<file path="config.mk">
export PLATFORM = sky130hd
export DESIGN_NAME = polar_block_encoder_unit_flat
export DESIGN_NICKNAME = d
export VERILOG_FILES = /design/src/design/pbe_pkg.sv /design/src/design/pbe_in_if.sv /design/src/design/pbe_out_if.sv /design/src/design/polar_block_encoder_unit.sv /design/src/design/pbe_ctrl.sv /design/src/design/pbe_datapath.sv /design/src/flat_wrapper.sv
export VERILOG_INCLUDE_DIRS = /design/src /design/src/design
export SDC_FILE = /design/constraint.sdc
export NUM_CORES = 1
export LEC_CHECK = 0
export BUFFER_PORTS_ARGS = -buffer_cell sky130_fd_sc_hd__buf_2
export CAP_MARGIN = 30
export CORE_MARGIN = 2
export CORE_UTILIZATION = 50
export CTS_CLUSTER_DIAMETER = 100
export CTS_CLUSTER_SIZE = 20
export DETAILED_ROUTE_END_ITERATION = 12
export PLACE_DENSITY = 0.74
export REMOVE_ABC_BUFFERS = 1
export SLEW_MARGIN = 30
export SYNTH_ARGS = -nofsm -noshare
export SYNTH_HDL_FRONTEND = slang
export SYNTH_SLANG_ARGS = --single-unit
</file>
<file path="constraint.sdc">
create_clock -name clk -period 5 [get_ports clk]
set_clock_uncertainty 0.2 [all_clocks]
set_input_delay 0 -clock clk [delete_from_list [all_inputs] [get_ports clk]]
set_output_delay 0 -clock clk [all_outputs]
set_load 0.03 [all_outputs]
</file>
<file path="src/design/polar_block_encoder_unit_assert.svh">
// assertion macros for the polar block encoder
`ifndef POLAR_BLOCK_ENCODER_UNIT_ASSERT_SVH
`define POLAR_BLOCK_ENCODER_UNIT_ASSERT_SVH

// same-cycle implication
`define PBE_ASSERT_SAME(label, clk, rst_n, ante, cons) \
    label: assert property (@(posedge clk) disable iff (!rst_n) (ante) |-> (cons)) \
        else $error("pbe check failed");

// next-cycle implication
`define PBE_ASSERT_NEXT(label, clk, rst_n, ante, cons) \
    label: assert property (@(posedge clk) disable iff (!rst_n) (ante) |=> (cons)) \
        else $error("pbe check failed");

`endif

</file>
<file path="src/design/pbe_pkg.sv">
// shared types and constants for the polar block encoder
`timescale 1ns / 1ps
`default_nettype none

package pbe_pkg;

    localparam int CFG_W = 3;
    localparam logic [CFG_W-1:0] CFG_RESET = 3'd6;

    typedef struct packed {
        logic load;
        logic stage;
        logic emit;
    } pbe_cmd_t;

    typedef struct packed {
        logic len_end;
        logic stage_end;
        logic out_space;
    } pbe_status_t;

endpackage

`default_nettype wire

</file>
<file path="src/design/pbe_in_if.sv">
// input channel: one info bit per word
`timescale 1ns / 1ps
`default_nettype none

interface pbe_in_if;
    logic valid;
    logic ready;
    logic info_bit;

    modport source (output valid, output info_bit, input ready);
    modport sink (input valid, input info_bit, output ready);
endinterface

`default_nettype wire

</file>
<file path="src/design/pbe_out_if.sv">
// output channel: one coded bit per word with end-of-block mark
`timescale 1ns / 1ps
`default_nettype none

interface pbe_out_if;
    logic valid;
    logic ready;
    logic coded_bit;
    logic last_of_block;

    modport source (output valid, output coded_bit, output last_of_block, input ready);
    modport sink (input valid, input coded_bit, input last_of_block, output ready);
endinterface

`default_nettype wire

</file>
<file path="src/design/polar_block_encoder_unit.sv">
// top level of the bit-serial polar block encoder
//
//   port         dir   width  role
//   in_word      sink  1      info bit, index order from zero
//   out_word     src   1+1    coded bit and end-of-block mark
//   cfg_wr_en    in    1      write log2 block length
//   cfg_wr_data  in    3      new log2 block length
//
// one block of L = 2^n bits passes through the load, transform and emit phases
// in turn; the single bit vector holds one block, so blocks do not overlap
// input is taken only in the load phase, one bit per cycle
// a held-off output stalls the emit phase one word at a time
// reset: no block in progress, log2 length 6
`timescale 1ns / 1ps
`default_nettype none

module polar_block_encoder_unit #(
    parameter int MAX_LOG2_LENGTH = 6
) (
    input  wire logic                      clk,
    input  wire logic                      rst_n,
    pbe_in_if.sink                         in_word,
    pbe_out_if.source                      out_word,
    input  wire logic                      cfg_wr_en,
    input  wire logic [pbe_pkg::CFG_W-1:0] cfg_wr_data
);
    import pbe_pkg::*;

    pbe_cmd_t    cmd;
    pbe_status_t status;
    logic        in_ready;

    assign in_word.ready = in_ready;

    pbe_ctrl u_ctrl (
        .clk       (clk),
        .rst_n     (rst_n),
        .in_valid  (in_word.valid),
        .in_ready  (in_ready),
        .cfg_wr_en (cfg_wr_en),
        .status    (status),
        .cmd       (cmd)
    );

    pbe_datapath #(
        .MAX_LOG2_LENGTH (MAX_LOG2_LENGTH)
    ) u_datapath (
        .clk           (clk),
        .rst_n         (rst_n),
        .cmd           (cmd),
        .status        (status),
        .info_bit      (in_word.info_bit),
        .cfg_wr_en     (cfg_wr_en),
        .cfg_wr_data   (cfg_wr_data),
        .out_valid     (out_word.valid),
        .out_ready     (out_word.ready),
        .coded_bit     (out_word.coded_bit),
        .last_of_block (out_word.last_of_block)
    );

endmodule

`default_nettype wire

</file>
<file path="src/design/pbe_ctrl.sv">
// controller state machine: load, transform and emit phases
`timescale 1ns / 1ps
`default_nettype none

`include "polar_block_encoder_unit_assert.svh"

module pbe_ctrl (
    input  wire logic                clk,
    input  wire logic                rst_n,
    input  wire logic                in_valid,
    output logic                     in_ready,
    input  wire logic                cfg_wr_en,
    input  wire pbe_pkg::pbe_status_t status,
    output pbe_pkg::pbe_cmd_t        cmd
);
    import pbe_pkg::*;

    typedef enum logic [1:0] {
        ST_LOAD,
        ST_XFORM,
        ST_EMIT
    } state_t;

    state_t state_reg;
    state_t state_next;

    assign in_ready = (state_reg == ST_LOAD);

    always_comb
    begin
        cmd.load  = in_valid && (state_reg == ST_LOAD);
        cmd.stage = (state_reg == ST_XFORM);
        cmd.emit  = (state_reg == ST_EMIT) && status.out_space;
    end

    always_comb
    begin
        state_next = state_reg;
        unique case (state_reg)
            ST_LOAD:
            begin
                if (cmd.load && status.len_end)
                begin
                    state_next = ST_XFORM;
                end
            end
            ST_XFORM:
            begin
                if (status.stage_end)
                begin
                    state_next = ST_EMIT;
                end
            end
            ST_EMIT:
            begin
                if (cmd.emit && status.len_end)
                begin
                    state_next = ST_LOAD;
                end
            end
            default:
            begin
                state_next = ST_LOAD;
            end
        endcase
        if (cfg_wr_en)
        begin
            state_next = ST_LOAD;
        end
    end

    always_ff @(posedge clk or negedge rst_n)
    begin
        if (!rst_n)
        begin
            state_reg <= ST_LOAD;
        end
        else
        begin
            state_reg <= state_next;
        end
    end

    `PBE_ASSERT_SAME(a_one_cmd, clk, rst_n, 1'b1, !(cmd.load && cmd.emit) && !(cmd.load && cmd.stage))
    `PBE_ASSERT_NEXT(a_xform_to_emit, clk, rst_n, cmd.stage && status.stage_end && !cfg_wr_en, state_reg == ST_EMIT)
    `PBE_ASSERT_NEXT(a_emit_to_load, clk, rst_n, cmd.emit && status.len_end, in_ready)

endmodule

`default_nettype wire

</file>
<file path="src/design/pbe_datapath.sv">
// bit vector, butterfly stages, shared counter and output register
`timescale 1ns / 1ps
`default_nettype none

module pbe_datapath #(
    parameter int MAX_LOG2_LENGTH = 6
) (
    input  wire logic                       clk,
    input  wire logic                       rst_n,
    input  wire pbe_pkg::pbe_cmd_t          cmd,
    output pbe_pkg::pbe_status_t            status,
    input  wire logic                       info_bit,
    input  wire logic                       cfg_wr_en,
    input  wire logic [pbe_pkg::CFG_W-1:0]  cfg_wr_data,
    output logic                            out_valid,
    input  wire logic                       out_ready,
    output logic                            coded_bit,
    output logic                            last_of_block
);
    import pbe_pkg::*;

    localparam int CW    = MAX_LOG2_LENGTH;
    localparam int NW    = $clog2(MAX_LOG2_LENGTH + 1);
    localparam int L_MAX = 1 << MAX_LOG2_LENGTH;
    localparam logic [NW-1:0] MAX_N = NW'(MAX_LOG2_LENGTH);

    logic [CFG_W-1:0] log2_reg;
    logic [CW-1:0]    cnt_reg;
    logic [CW-1:0]    cnt_next;
    logic [L_MAX-1:0] vec_reg;
    logic [L_MAX-1:0] vec_next;
    logic             out_valid_reg;
    logic             out_valid_next;
    logic             coded_reg;
    logic             coded_next;
    logic             last_reg;
    logic             last_next;

    logic [NW-1:0]    n_eff;
    logic [CW-1:0]    len_m1;
    logic [CW-1:0]    cnt_rev;
    logic [CW-1:0]    wr_idx;
    logic [CW-1:0]    stage_sel;
    logic [L_MAX-1:0] flip;

    // clamp the stage count to 1..max
    always_comb
    begin
        if (log2_reg == '0)
        begin
            n_eff = NW'(1);
        end
        else if (32'(log2_reg) > MAX_LOG2_LENGTH)
        begin
            n_eff = MAX_N;
        end
        else
        begin
            n_eff = NW'(log2_reg);
        end
    end

    assign len_m1 = ~({CW{1'b1}} << n_eff);

    always_comb
    begin
        for (int i = 0; i < CW; i++)
        begin
            cnt_rev[i] = cnt_reg[CW-1-i];
        end
    end

    // loading at the bit-reversed slot lets the output shift out in order
    assign wr_idx    = cnt_rev >> (MAX_N - n_eff);
    assign stage_sel = cmd.stage ? (CW'(1) << cnt_reg) : '0;

    for (genvar p = 0; p < L_MAX; p++)
    begin : g_bit
        logic [CW-1:0] terms;
        for (genvar s = 0; s < CW; s++)
        begin : g_stage
            if (((p >> s) % 2) == 0)
            begin : g_upper
                assign terms[s] = stage_sel[s] & vec_reg[p + (1 << s)];
            end
            else
            begin : g_lower
                assign terms[s] = 1'b0;
            end
        end
        assign flip[p] = ^terms;
    end

    always_comb
    begin
        status.len_end   = (cnt_reg == len_m1);
        status.stage_end = (cnt_reg == CW'(n_eff - NW'(1)));
        status.out_space = !out_valid_reg || out_ready;
    end

    always_comb
    begin
        vec_next = vec_reg ^ flip;
        if (cmd.load)
        begin
            vec_next[wr_idx] = info_bit;
        end
        else if (cmd.emit)
        begin
            vec_next = vec_reg >> 1;
        end
    end

    always_comb
    begin
        cnt_next = cnt_reg;
        if (cfg_wr_en)
        begin
            cnt_next = '0;
        end
        else if (cmd.load || cmd.emit)
        begin
            cnt_next = status.len_end ? '0 : cnt_reg + CW'(1);
        end
        else if (cmd.stage)
        begin
            cnt_next = status.stage_end ? '0 : cnt_reg + CW'(1);
        end
    end

    always_comb
    begin
        out_valid_next = out_valid_reg;
        coded_next     = coded_reg;
        last_next      = last_reg;
        if (cmd.emit)
        begin
            out_valid_next = 1'b1;
            coded_next     = vec_reg[0];
            last_next      = status.len_end;
        end
        else if (out_ready)
        begin
            out_valid_next = 1'b0;
        end
    end

    always_ff @(posedge clk or negedge rst_n)
    begin
        if (!rst_n)
        begin
            log2_reg      <= CFG_RESET;
            cnt_reg       <= '0;
            out_valid_reg <= 1'b0;
        end
        else
        begin
            if (cfg_wr_en)
            begin
                log2_reg <= cfg_wr_data;
            end
            cnt_reg       <= cnt_next;
            out_valid_reg <= out_valid_next;
        end
    end

    always_ff @(posedge clk)
    begin
        vec_reg   <= vec_next;
        coded_reg <= coded_next;
        last_reg  <= last_next;
    end

    assign out_valid     = out_valid_reg;
    assign coded_bit     = coded_reg;
    assign last_of_block = last_reg;

endmodule

`default_nettype wire

</file>
<file path="src/flat_wrapper.sv">
// flat-port wrapper written by rule: the top's interface ports become plain ports
module polar_block_encoder_unit_flat import pbe_pkg::*;
#(
    parameter int MAX_LOG2_LENGTH = 6
)
  (clk, rst_n, cfg_wr_en, cfg_wr_data, in_word_valid, in_word_info_bit, in_word_ready, out_word_valid, out_word_coded_bit, out_word_last_of_block, out_word_ready);
  pbe_in_if in_word_i ();
  pbe_out_if out_word_i ();
  input  wire logic clk;
  input  wire logic rst_n;
  input  wire logic cfg_wr_en;
  input  wire logic [pbe_pkg::CFG_W-1:0] cfg_wr_data;
  input wire logic [$bits(in_word_i.valid)-1:0] in_word_valid;
  input wire logic [$bits(in_word_i.info_bit)-1:0] in_word_info_bit;
  output wire logic [$bits(in_word_i.ready)-1:0] in_word_ready;
  output wire logic [$bits(out_word_i.valid)-1:0] out_word_valid;
  output wire logic [$bits(out_word_i.coded_bit)-1:0] out_word_coded_bit;
  output wire logic [$bits(out_word_i.last_of_block)-1:0] out_word_last_of_block;
  input wire logic [$bits(out_word_i.ready)-1:0] out_word_ready;
  assign in_word_i.valid = in_word_valid;
  assign in_word_i.info_bit = in_word_info_bit;
  assign in_word_ready = in_word_i.ready;
  assign out_word_valid = out_word_i.valid;
  assign out_word_coded_bit = out_word_i.coded_bit;
  assign out_word_last_of_block = out_word_i.last_of_block;
  assign out_word_i.ready = out_word_ready;
  polar_block_encoder_unit #(.MAX_LOG2_LENGTH(MAX_LOG2_LENGTH)) u_core (.clk(clk), .rst_n(rst_n), .in_word(in_word_i), .out_word(out_word_i), .cfg_wr_en(cfg_wr_en), .cfg_wr_data(cfg_wr_data));
endmodule
</file>
==> impl_metrics.json, run 1 <==
{
  "drt-initial-drc-count": 1197,
  "synth_top_family_by_area": "compound AO/OA/AOI/OAI gates",
  "final.period_utilization": 0.838,
  "data_required_time_of_the_worst_path_ns": 5.02,
  "layout.cells.most_common_list": "100 x sky130_fd_sc_hd__nand2_1, 63 x sky130_fd_sc_hd__dfxtp_1, 62 x sky130_fd_sc_hd__nor2_1",
  "largest_net_degree_at_the_start_of_global_routing": 39,
  "cts_hold_buf": 14,
  "synth_adder_area_share": 0.0105,
  "drtAntennaViolNets": 0,
  "yosys_warnings": 0,
  "critical_path_class": "register to register",
  "ctsHtreeMaxLevel": 3,
  "synth_area_in_compound_gates": 0.285,
  "detailed_place.area_sq_um": 7210,
  "outcome": "finished clean",
  "class_of_the_tightest_hold_or_removal_check": "primary input to register",
  "maximum_capacitance_violations": 0,
  "finalNonFillerCells": 1052,
  "slew_violations": 0,
  "grt_pass1_wl_um": 40400,
  "synthToLayoutAreaGrowth_pct": 7.50,
  "post-route-drc-count": 0,
  "flip_flop_count_of_the_largest_register_all_copies_and_words_added": 64,
  "rows": 43,
  "synthesis.area_sq_um": 7120,
  "ys_ff_latch": 78,
  "reg2reg_setup_slack_ns": 0.81,
  "portBuffers": 12,
  "setup.worst_path.end_class": "register",
  "place_congestion": 1.04,
  "mostFrequentLayoutCell": "sky130_fd_sc_hd__nand2_1",
  "yosys-mux-area-fraction": 0.0689,
  "initial_core_utilization": 0.513,
  "kind_of_launch_point_of_the_worst_setup_path": "register",
  "post-place-cells": 1022,
  "number_of_enable_flip_flop_cells_after_synthesis": 3,
  "ctsLongestPathBuffers": 2,
  "area_share_of_xor_xnor_cells_in_the_synthesized_design": 0.118,
  "vias_per_cell": 7.12,
  "grt_setup_unrepaired": "false",
  "antenna_found_initial": 0,
  "post_detail_place_hpwl_um": 18600,
  "clkSlewWorstSetupHoldPaths_ns": 0.06,
  "final_period_minus_worst_setup_slack_ns": 4.19,
  "power.density_cell_area_nw_per_um2": 449,
  "grt.overflow.total": 0,
  "max_clock_freq_mhz": 239,
  "synthesized_netlist_cell_count": 889,
  "floorplan.die_area_sq_um": 15200,
  "antennaDiodeCount": 0,
  "core_footprint_sq_um": 13900,
  "tritoncts": "built",
  "synth_sequential_area_ratio": 0.232,
  "grt_pass1_vias": 6767,
  "numClockSinks": 78,
  "worstPathArrival_ns": 4.20,
  "hold_violations": 0,
  "drt-wirelength-per-cell_um": 25.5,
  "cts_buffers": 9,
  "post_layout_net_count": 882,
  "grt_usage": 0.358,
  "post_route_cells_drive_above_1_share": 0.120,
  "top_level_ports": 13,
  "fillerInstances": 1288,
  "dr_total_vias": 7495,
  "die_height_um": 123,
  "leakage_nw": 2.57,
  "report.final.setup_viol": 0,
  "cts_root_buf": "sky130_fd_sc_hd__clkbuf_16",
  "syn_area_per_cell_sq_um": 8.01,
  "cts_setup_buffers": 0,
  "stdcell_area_sq_um": 7650,
  "postSynth.topFlopCell": "sky130_fd_sc_hd__dfxtp_1",
  "synth_simple_gate_area_share": 0.228,
  "ir_worst_vdd_uv": 227,
  "postCtsResizedCells": 0,
  "insertion_delay_ns": 0.36,
  "synth.distinct_cells": 95,
  "critPathMaxFanout": 17,
  "fraction_of_synthesis_flops_using_an_asynchronous_set_or_reset_pin": 0.154,
  "die_width_um": 123,
  "slew-limit-headroom": 0.343,
  "max_slew.worst_pin.slew_ns": 0.984,
  "routed_wl_um": 26900,
  "detailedRoute.firstPassIterationCount": 8
}
-- worst max-delay path: stages (launching register included) --
cell and delay [ns]:
sky130_fd_sc_hd__dfstp_2 0.63, sky130_fd_sc_hd__nor2b_1 0.51, sky130_fd_sc_hd__a21oi_1 0.15, sky130_fd_sc_hd__inv_1 0.15
sky130_fd_sc_hd__ha_1 0.50, sky130_fd_sc_hd__nand2b_1 0.44, sky130_fd_sc_hd__a211oi_1 0.14, sky130_fd_sc_hd__a31oi_1 0.42
sky130_fd_sc_hd__nand2_1 0.42, sky130_fd_sc_hd__o31ai_1 0.36, sky130_fd_sc_hd__o211ai_1 0.13
-- final timing paths --
kind | from | endpoint | cells after the start
worst max-delay path | u_core.u_datapath.log2_reg[1] | u_core.u_datapath.vec_reg[56] | 10
worst min-delay path | in_word_valid | u_core.u_datapath.vec_reg[55] | 3
worst max register to register | u_core.u_datapath.log2_reg[1] | u_core.u_datapath.vec_reg[56] | 10
worst min register to register | u_core.u_datapath.vec_reg[23] | u_core.u_datapath.vec_reg[22] | 1
max in group asynchronous | rst_n | u_core.u_datapath.cnt_reg[0] | 4
min in group asynchronous | rst_n | u_core.u_datapath.log2_reg[1] | 3
-- kinds of logic (layout without fill, tap and decap cells) --
kind of cell	Yosys count	count (layout)
buffers and inverters	91	74
AND/OR/NAND/NOR	313	313
AO/OA/AOI/OAI	264	264
multiplexers	43	43
flip-flops	78	78
XOR/XNOR	94	94
adder cells (fa/ha/maj)	6	6
-- through the flow --
stage               total power [W]  setup TNS [ns]  utilization  hold slack (ns)  worst slack (ns)
global route                0.00355               0        0.551           0.0449             0.582
finish                      0.00344               0        0.551           0.0596             0.811
detailed placement          0.00264               0        0.519           -0.309             0.924
floorplan                   0.00218          -11.34            -           -0.496            -0.486
global placement            0.00263               0        0.519           -0.311              1.03
CTS                         0.00333               0        0.551           0.0174             0.899
-- routing by layer --
metal  up-vias  track usage  share of wire
li1       3265            -              -
met1      3501        0.488           0.39
met2       600        0.512           0.42
met3       129       0.0899           0.13
met4         0        0.200          0.058
met5         -            0              0
-- where the power goes --
group / switching (W) / internal, W / total [W]
Sequential: 0.000521 / 0.000862 / 0.00138
Combinational: 0.000722 / 0.000643 / 0.00136
Clock: 0.000303 / 0.000389 / 0.000692
Total: 0.00155 / 0.00189 / 0.00344
-- area by class of cell --
cell class | count | area, sq um | share of cell area
clock buffer | 9 | 225 | 0.0294
clock inverter | 7 | 72.6 | 0.00948
inverter | 14 | 52.6 | 0.00687
multi-input combinational | 720 | 5070 | 0.663
sequential | 78 | 1660 | 0.216
tap | 180 | 225 | 0.0294
timing repair buffer | 44 | 348 | 0.0454
-- cells in the mapped netlist (5+ instances only) --
cell | count | area share
sky130_fd_sc_hd__and2_1 | 6 | 0.0053
sky130_fd_sc_hd__mux2i_1 | 31 | 0.044
sky130_fd_sc_hd__a311oi_1 | 16 | 0.020
sky130_fd_sc_hd__clkbuf_1 | 40 | 0.021
sky130_fd_sc_hd__dfxtp_1 | 63 | 0.18
sky130_fd_sc_hd__or3_1 | 7 | 0.0062
sky130_fd_sc_hd__o21ai_1 | 9 | 0.0063
sky130_fd_sc_hd__a221o_1 | 31 | 0.044
sky130_fd_sc_hd__buf_4 | 5 | 0.0053
sky130_fd_sc_hd__buf_2 | 15 | 0.011
sky130_fd_sc_hd__mux2_2 | 7 | 0.011
sky130_fd_sc_hd__o31ai_1 | 8 | 0.0084
sky130_fd_sc_hd__a21oi_1 | 32 | 0.022
sky130_fd_sc_hd__buf_1 | 13 | 0.0069
sky130_fd_sc_hd__nand2_1 | 100 | 0.053
sky130_fd_sc_hd__inv_1 | 14 | 0.0074
sky130_fd_sc_hd__nor4_1 | 5 | 0.0044
sky130_fd_sc_hd__a211oi_1 | 18 | 0.019
sky130_fd_sc_hd__a31oi_1 | 14 | 0.012
sky130_fd_sc_hd__nor2_1 | 62 | 0.033
sky130_fd_sc_hd__a211o_1 | 10 | 0.012
sky130_fd_sc_hd__nor3_1 | 19 | 0.013
sky130_fd_sc_hd__nand3_1 | 37 | 0.026
sky130_fd_sc_hd__xnor2_1 | 58 | 0.071
sky130_fd_sc_hd__a22oi_1 | 26 | 0.027
sky130_fd_sc_hd__and3_1 | 6 | 0.0053
sky130_fd_sc_hd__nor2_2 | 9 | 0.0079
sky130_fd_sc_hd__nand2b_1 | 8 | 0.0070
sky130_fd_sc_hd__o21ai_0 | 34 | 0.024
sky130_fd_sc_hd__xor2_1 | 35 | 0.043
sky130_fd_sc_hd__nand4_1 | 6 | 0.0053
sky130_fd_sc_hd__a2bb2oi_1 | 5 | 0.0062
sky130_fd_sc_hd__ha_1 | 6 | 0.011
sky130_fd_sc_hd__o211ai_1 | 8 | 0.0084
sky130_fd_sc_hd__nor2b_1 | 12 | 0.011
sky130_fd_sc_hd__dfrtp_1 | 10 | 0.035
Power figures use the tool's default switching activity.
==> inputs of run 2 (changes only) <==
--- a/config.mk
+++ b/config.mk
@@ -13,7 +13,7 @@
 export CTS_CLUSTER_DIAMETER = 100
 export CTS_CLUSTER_SIZE = 20
 export DETAILED_ROUTE_END_ITERATION = 12
-export PLACE_DENSITY = 0.74
+export PLACE_DENSITY = 0.76
 export REMOVE_ABC_BUFFERS = 1
 export SLEW_MARGIN = 30
 export SYNTH_ARGS = -nofsm -noshare
==> constraint.sdc (replaced) <==
create_clock -name clk -period 3.4 [get_ports clk]
set_clock_uncertainty 0.2 [all_clocks]
set_input_delay 0 -clock clk [delete_from_list [all_inputs] [get_ports clk]]
set_output_delay 0 -clock clk [all_outputs]
set_load 0.03 [all_outputs]
==> impl_metrics.json, run 2 (synthesized netlist as in run 1, its figures left out) <==
{
  "stdcell_area_sq_um": 8190,
  "initial_core_utilization": 0.513,
  "layout.cells.most_common_list": "100 x sky130_fd_sc_hd__nand2_1, 72 x sky130_fd_sc_hd__buf_4, 63 x sky130_fd_sc_hd__dfxtp_1",
  "r2r_end": "u_core.u_datapath.vec_reg[18]",
  "tritoncts": "built",
  "routed_wl_um": 28300,
  "slew_violations": 0,
  "drt-wirelength-per-cell_um": 25.5,
  "hold_violations": 0,
  "portBuffers": 12,
  "worstHoldStart": "in_word_info_bit",
  "cp_num_buf_inv": 2,
  "ctsHtreeMaxLevel": 3,
  "max_slew.worst_pin.slew_ns": 0.666,
  "synthToLayoutAreaGrowth_pct": 15.1,
  "mostFrequentLayoutCell": "sky130_fd_sc_hd__nand2_1",
  "r2r_start": "u_core.u_datapath.log2_reg[1]",
  "critical_path_class": "register to register",
  "power.density_cell_area_nw_per_um2": 654,
  "path_cells": "or2b_4 -> a21oi_2 -> ha_1 -> inv_1 -> ha_1 -> nand2_1 -> a221o_1 -> buf_4 -> o311ai_4 -> nand3_1 -> mux2_1 -> a221o_1",
  "detailedRoute.firstPassIterationCount": 6,
  "class_of_the_tightest_hold_or_removal_check": "primary input to register",
  "cts_root_buf": "sky130_fd_sc_hd__clkbuf_16",
  "critical-path-slowest-cell": "sky130_fd_sc_hd__dfstp_2",
  "rows": 43,
  "antennaDiodeCount": 0,
  "finalNonFillerCells": 1109,
  "worst_hold_path.endpoint": "u_core.u_datapath.vec_reg[19]",
  "pre_cts_ws_ns": 0.0239,
  "floorplan.die_area_sq_um": 15200,
  "setup.worst_path.end_class": "register",
  "ir_worst_vdd_uv": 312,
  "insertion_delay_ns": 0.36,
  "post_layout_net_count": 939,
  "grt_pass1_wl_um": 43100,
  "largest_net_degree_at_the_start_of_global_routing": 61,
  "hold_depth": 4,
  "grt_usage": 0.382,
  "numClockSinks": 78,
  "maximum_capacitance_violations": 0,
  "drt-initial-drc-count": 1348,
  "die_height_um": 123,
  "outcome": "finished clean",
  "final_period_minus_worst_setup_slack_ns": 3.27,
  "kind_of_launch_point_of_the_worst_setup_path": "register",
  "final.period_utilization": 0.962,
  "detailed_place.area_sq_um": 7650,
  "post-place-cells": 1078,
  "postLayoutSetupSlackWorst_ns": 0.129,
  "grt.overflow.total": 0,
  "post_detail_place_hpwl_um": 19900,
  "antenna_found_initial": 0,
  "clkSlewWorstSetupHoldPaths_ns": 0.06,
  "die_width_um": 123,
  "hold_ws_ns": 0.0201,
  "drtAntennaViolNets": 0,
  "ctsLongestPathBuffers": 2,
  "vias_per_cell": 7.04,
  "grt_pass1_vias": 7152,
  "post-route-drc-count": 0,
  "flip_flop_count_of_the_largest_register_all_copies_and_words_added": 64,
  "reg2reg_setup_slack_ns": 0.13,
  "report.final.setup_viol": 0,
  "leakage_nw": 2.88,
  "post_route_cells_drive_above_1_share": 0.184,
  "cts_buffers": 9,
  "top_level_ports": 13,
  "max_clock_freq_mhz": 306,
  "core_footprint_sq_um": 13900,
  "worst_path_dominant_cell_family": "compound AO/OA/AOI/OAI gates",
  "data_required_time_of_the_worst_path_ns": 3.45,
  "cp_slowest_stage_delay_ns": 0.37,
  "dr_total_vias": 7808,
  "slew-limit-headroom": 0.554,
  "worstPathArrival_ns": 3.32,
  "place_congestion": 1.05,
  "critPathMaxFanout": 6,
  "fillerInstances": 1255,
  "ff2ff_path_depth": 12
}
==> run 2: layout make-up <==
class | instances | area, sq um | share of cell area
Inverter | 14 | 52.6 | 0.00642
Tap cell | 180 | 225 | 0.0275
Sequential cell | 78 | 1660 | 0.202
Clock buffer | 10 | 229 | 0.0280
Multi-Input combinational cell | 720 | 5110 | 0.624
Clock inverter | 6 | 110 | 0.0134
Timing Repair Buffer | 101 | 811 | 0.0990
==> run 2: how the worst max path moves through the flow <==
stage                                    end                          start  slack, ns  cells after the start
2_1_floorplan  u_core.u_datapath.vec_reg[28]    u_core.u_datapath.out_valid      -2.09                      7
3_3_place_gp    u_core.u_datapath.vec_reg[1]  u_core.u_datapath.log2_reg[1]      -0.17                     12
3_5_place_dp   u_core.u_datapath.vec_reg[10]  u_core.u_datapath.log2_reg[1]       0.02                     12
4_1_cts        u_core.u_datapath.vec_reg[10]  u_core.u_datapath.log2_reg[1]    0.00008                     12
5_1_grt        u_core.u_datapath.vec_reg[18]  u_core.u_datapath.log2_reg[0]     -0.004                     12
6_report       u_core.u_datapath.vec_reg[18]  u_core.u_datapath.log2_reg[1]       0.13                     12
==> run 2: power breakdown <==
group,switching (W),leakage (nW),internal (W)
clock,0.000437,0.159,0.000717
sequential,0.000732,0.711,0.00127
combinational,0.00115,2.01,0.00106
total,0.00232,2.88,0.00304
==> run 2: timing repair <==
item | CTS | global route
resized for setup | 0 | 10
hold buffers | 13 | 0
setup buffers | 0 | 2
setup endpoints to repair | 0 | 33
endpoints found under the hold margin | 24 | 0
==> run 2: per-stage QoR <==
stage | util | power, W | TNS [ns]
5_1_grt | 0.590 | 0.00553 | -0.00421
4_1_cts | 0.585 | 0.00519 | 0
3_3_place_gp | 0.551 | 0.00399 | -0.330
2_1_floorplan | - | 0.00321 | -111.50
6_report | 0.590 | 0.00536 | 0
3_5_place_dp | 0.551 | 0.00403 | 0
==> run 2: worst register-to-register path, delay by kind of cell (launching register included) <==
kind                       cells  cell delay [ns]
and+or+nand+nor                3             0.61
buffers and inverters          2             0.23
AOI/OAI and AO/OA              4             0.89
DFF                            1             0.37
muxes                          1             0.36
adders and majority gates      2             0.51
==> run 2: per-layer routing <==
layer  vias to the layer above  global-route usage  share of wire
met3                       153              0.0835           0.13
met4                         0               0.221          0.066
met2                       627               0.547           0.41
li1                       3387                   -              -
met5                         -                   0              0
met1                      3641               0.525           0.39
